==> src/rtl/core/scsml_pkg.sv <==
// Shared constants, types and register codes for the sparse coordinate sorter.
package scsml_pkg;

   // Fixed field layout of one nonzero.
   localparam int FIELD_MODES = 4;
   localparam int FIELD_W     = 32;
   localparam int VALUE_W     = 32;
   localparam int MODE_W      = 2;
   localparam int NM_W        = 3;

   // Defaults for the top-level parameters.
   localparam int DEF_MAX_MODES   = 4;
   localparam int DEF_STORE_DEPTH = 64;
   localparam int DEF_COORD_BITS  = 32;

   // Configuration port.
   localparam int CSR_IDX_W  = 1;
   localparam int CSR_DATA_W = 3;

   localparam logic [CSR_IDX_W-1:0] CSR_NUM_MODES = 1'd0;
   localparam logic [CSR_IDX_W-1:0] CSR_LAST_MODE = 1'd1;

   localparam logic [NM_W-1:0]   NUM_MODES_RESET = 3'd3;
   localparam logic [MODE_W-1:0] LAST_MODE_RESET = 2'd0;

   typedef enum logic [1:0] {
      ST_LOAD,
      ST_SCAN,
      ST_EMIT
   } state_type;

   // Mode count and trailing mode as they govern one sort.
   typedef struct packed {
      logic [NM_W-1:0]   num_modes;
      logic [MODE_W-1:0] last_mode;
   } sort_cfg_type;

endpackage

==> src/rtl/core/scsml_cmp.sv <==
// Lexicographic key comparator with one mode moved to the least significant place.
module scsml_cmp #(
   parameter int COORD_BITS = scsml_pkg::DEF_COORD_BITS
) (
   input  logic [scsml_pkg::FIELD_MODES-1:0][COORD_BITS-1:0] lhs,
   input  logic [scsml_pkg::FIELD_MODES-1:0][COORD_BITS-1:0] rhs,
   input  scsml_pkg::sort_cfg_type                           cfg,
   output logic                                              lhs_less
);
   import scsml_pkg::*;

   logic [FIELD_MODES-1:0][COORD_BITS-1:0] lhs_key;
   logic [FIELD_MODES-1:0][COORD_BITS-1:0] rhs_key;
   logic [FIELD_MODES-1:0][MODE_W-1:0]     slot_mode;
   logic [FIELD_MODES-1:0]                 slot_used;

   // Slot s (most significant first) holds modes in ascending order with the
   // trailing mode skipped, then the trailing mode; slots past the mode count
   // compare equal.
   always_comb begin
      for (int s = 0; s < FIELD_MODES; s++) begin
         slot_mode[s] = '0;
         slot_used[s] = 1'b0;
         if (NM_W'(s) < cfg.num_modes - NM_W'(1)) begin
            slot_used[s] = 1'b1;
            if (NM_W'(s) < NM_W'(cfg.last_mode)) begin
               slot_mode[s] = MODE_W'(s);
            end else begin
               slot_mode[s] = MODE_W'(s + 1);
            end
         end else if (NM_W'(s) == cfg.num_modes - NM_W'(1)) begin
            slot_used[s] = 1'b1;
            slot_mode[s] = cfg.last_mode;
         end
      end
   end

   always_comb begin
      for (int s = 0; s < FIELD_MODES; s++) begin
         if (slot_used[s]) begin
            lhs_key[FIELD_MODES-1-s] = lhs[slot_mode[s]];
            rhs_key[FIELD_MODES-1-s] = rhs[slot_mode[s]];
         end else begin
            lhs_key[FIELD_MODES-1-s] = '0;
            rhs_key[FIELD_MODES-1-s] = '0;
         end
      end
   end

   assign lhs_less = lhs_key < rhs_key;

endmodule

==> config.mk <==
export PLATFORM = sky130hd
export DESIGN_NAME = scsml_cmp
export DESIGN_NICKNAME = d
export VERILOG_FILES = /design/src/rtl/core/scsml_pkg.sv /design/src/rtl/core/scsml_cmp.sv
export SDC_FILE = /design/constraint.sdc
export NUM_CORES = 1
export LEC_CHECK = 0
export BUFFER_PORTS_ARGS = -buffer_cell sky130_fd_sc_hd__buf_2
export CORE_ASPECT_RATIO = 1.2
export CORE_MARGIN = 3
export CORE_UTILIZATION = 30
export DETAILED_ROUTE_END_ITERATION = 8
export PLACE_DENSITY = 0.49
export SYNTH_ARGS = -nofsm -noshare
export SYNTH_HDL_FRONTEND = slang
export SYNTH_SLANG_ARGS = --single-unit
==> constraint.sdc <==
create_clock -name vclk -period 3.5
set_input_delay 0.175 -clock vclk [all_inputs]
set_output_delay 0.175 -clock vclk [all_outputs]
set_load 0.02 [all_outputs]
==> metrics.yaml <==
status:
  status: "finished, violations left"
  violations: "negative setup slack"
logic_synthesis:
  synth_nets: 1486
  ys_seq_area_share_pct: 0
  synth_compound_area_share_pct: 18.3
  synth_top_family_by_area: "multiplexers"
  netlist_top_cells_count: "237 x nand2_1, 192 x mux4_2, 130 x ha_1"
  synth_cells: 1095
  yosys_warnings: 0
  synth.avg_cell_area_sq_um: 9.53
  netlist-cell-type-count: 48
  syn_area_sq_um: 10400
  synthXorXnorAreaFrac_pct: 0.264
  synth_top_area_cell: "mux4_2"
  synth_area_leaders: "mux4_2 41%, ha_1 16%, nand2_1 8.5%"
  synthSimpleGateAreaFrac_pct: 18.6
  synth_fa_ha_area_share_pct: 15.6
  synth_top_area_share_pct: 41.4
  synth_mux_area_share_pct: 41.5
  synth.most_common_cell: "nand2_1"
grt:
  grt_pass1_vias: 12373
  track_usage_pct: 25.0
  grt_overflow: 0
  grt_max_degree: 41
  grt_pass1_wl_mm: 72.6
  antenna_found_initial: 2
sta:
  setup-tns-final_ps: -526
  setup_violations: 1
  rsz0062_at_grt: "true"
  timing.final.crit_period_ps: 4030
  whs_ps: 1380
  maxSlewHeadroom_pct: 73.2
  fmax_mhz: 248
  setup_ws_ps: -526
  finalMaxSlewViolations: 0
  worst_pin_slew_ps: 400
  hold_viol_final: 0
  timing.final.crit_share_pct: 115
critical_path:
  crit_path_max_incr_delay_ps: 480
  crit_top_cell: "buf_4"
  cp_cell_sequence: "buf_8 -> inv_4 -> ha_4 -> xnor2_4 -> nand2_4 -> nor2_4 -> buf_4 -> a31oi_4 -> buf_12 -> bufbuf_16 -> mux4_2 -> and2_1 -> ha_1 -> a21oi_2 -> o21ai_2 -> a21oi_2 -> a2111oi_4 -> buf_4 -> o21ai_2 -> o211ai_1 -> a211oi_2 -> buf_4"
  crit_path_end_kind: "output port"
  slowest_stage: "mux4_2"
  critPathKind: "in -> out"
  start_kind: "primary input"
  crit_required_ps: 3320
  path_max_fanout: 6
  arrival_ps: 3850
hold_path:
  hold_path.startpoint: "lhs[31]"
  holdPathStages: 8
  whs_endpoint: "lhs_less"
  hold_class: "in -> out"
cells_and_area:
  nets: 1913
  drive_above_1_share_pct: 54.7
  register_area_sq_um: 0
  syn2layout_area_growth_pct: 48.0
  n_fill_cell: 3250
  multi_input_area_sq_um: 10600
  nClkBuffers: 0
  flops_and_latches: 0
place:
  routabilityCongestion: 0.887
  dp_hpwl_mm: 36.5
  portBuffers: 262
  pre_cts_ws_ps: -958
routing:
  wl_per_cell_um: 24.3
  vias: 12213
  ant_nets: 0
  firstDrtPassIters: 5
  drc: 0
  drt-total-wl_mm: 48.1
  vias_per_cell: 6.17
  drtIter0Drc: 1008
power_and_ir_drop:
  ir_drop_uv: 93.2
  power.leakage_nw: 6.71
  powerDensity_nw_per_um2: 240
  p_total_mw: 3.71
floorplan:
  start_util_pct: 30.5
  rows: 74
  die_h_um: 210
  die_w_um: 176
  core_area_sq_um: 34200
  io_pins: 262
  dieArea_sq_um: 37100
flow_run:
  drv_cap: 0
clocking:
  holdBufCountCts: 0
## per-stage QoR
| step | util (%) | cell area [sq um] | instances |
|---|---|---|---|
| floorplan | - | 10500 | 1095 |
| global placement | 40.6 | 13900 | 1914 |
| detailed placement | 40.6 | 13900 | 1914 |
| CTS | 45.1 | 15400 | 1976 |
| global route | 45.2 | 15400 | 1978 |
| finish | 45.2 | 15400 | 1978 |
## what timing repair did
action / 4_1_cts / 5_1_grt
endpoints found under the setup margin: 1 / 1
buffers inserted: 49 / 3
pin swaps: 63 / 30
gates cloned: 15 / 1
endpoints found under the hold margin: 0 / 0
gates resized for setup: 129 / 18
## worst max-delay path: cells and delay by family
kind	cells	cell delay [ps]
XOR/XNOR	1	140
buffers and inverters	7	1040
multiplexers	1	480
AND/OR/NAND/NOR	3	310
AO/OA/AOI/OAI	8	1190
adder cells (fa/ha/maj)	2	480
## worst max path at each step
stage | from | to | cells after the start
floorplan | cfg[2] | lhs_less | 19
global placement | cfg[3] | lhs_less | 20
detailed placement | cfg[3] | lhs_less | 20
CTS | cfg[2] | lhs_less | 21
global route | cfg[2] | lhs_less | 21
finish | cfg[2] | lhs_less | 22
## metal layers
layer,global-route usage (%),vias to the layer above,share of wire [%]
met3,2.31,126,6.8
met1,31.8,6001,38
met5,0,-,0
met2,44.3,697,51
li1,-,5389,-
met4,8.55,0,4.3
## cells by family after synthesis
family	Yosys count
AO/OA/AOI/OAI	243
XOR/XNOR	1
adder cells (fa/ha/maj)	130
buffers and inverters	120
multiplexers	193
AND/OR/NAND/NOR	408
## report_power, final
| group | internal (mW) | switching, mW |
|---|---|---|
| Sequential | 0 | 0 |
| Clock | 0.0000000764 | 0 |
| Combinational | 1.97 | 1.73 |
## area by class of cell
cell class         instances  area share, %
diodes                     2         0.0324
inverters                 12          0.324
multi-input cells        975           68.4
well taps                456           3.69
repair buffers           533           27.5
## cell usage in the layout (no fill, tap or decap), types with 4 or more instances in the layout
cell and n:
nand4_1 25, buf_6 14, o21ai_0 6, inv_1 9, and2_4 15, nand2_2 5, a21oi_1 26, nand2_1 231
bufbuf_16 4, a221oi_1 62, buf_8 5, a21o_1 25, buf_12 41, o21ai_1 6, and2_1 81, o211ai_1 7
nor4_2 4, a311o_1 32, nand3_1 6, mux4_2 192, nor2_1 9, ha_4 20, buf_4 200, buf_2 259
ha_1 110, o21a_1 6, a311oi_1 29, a21oi_2 11, buf_16 9
(Power assumes the default switching activity.)
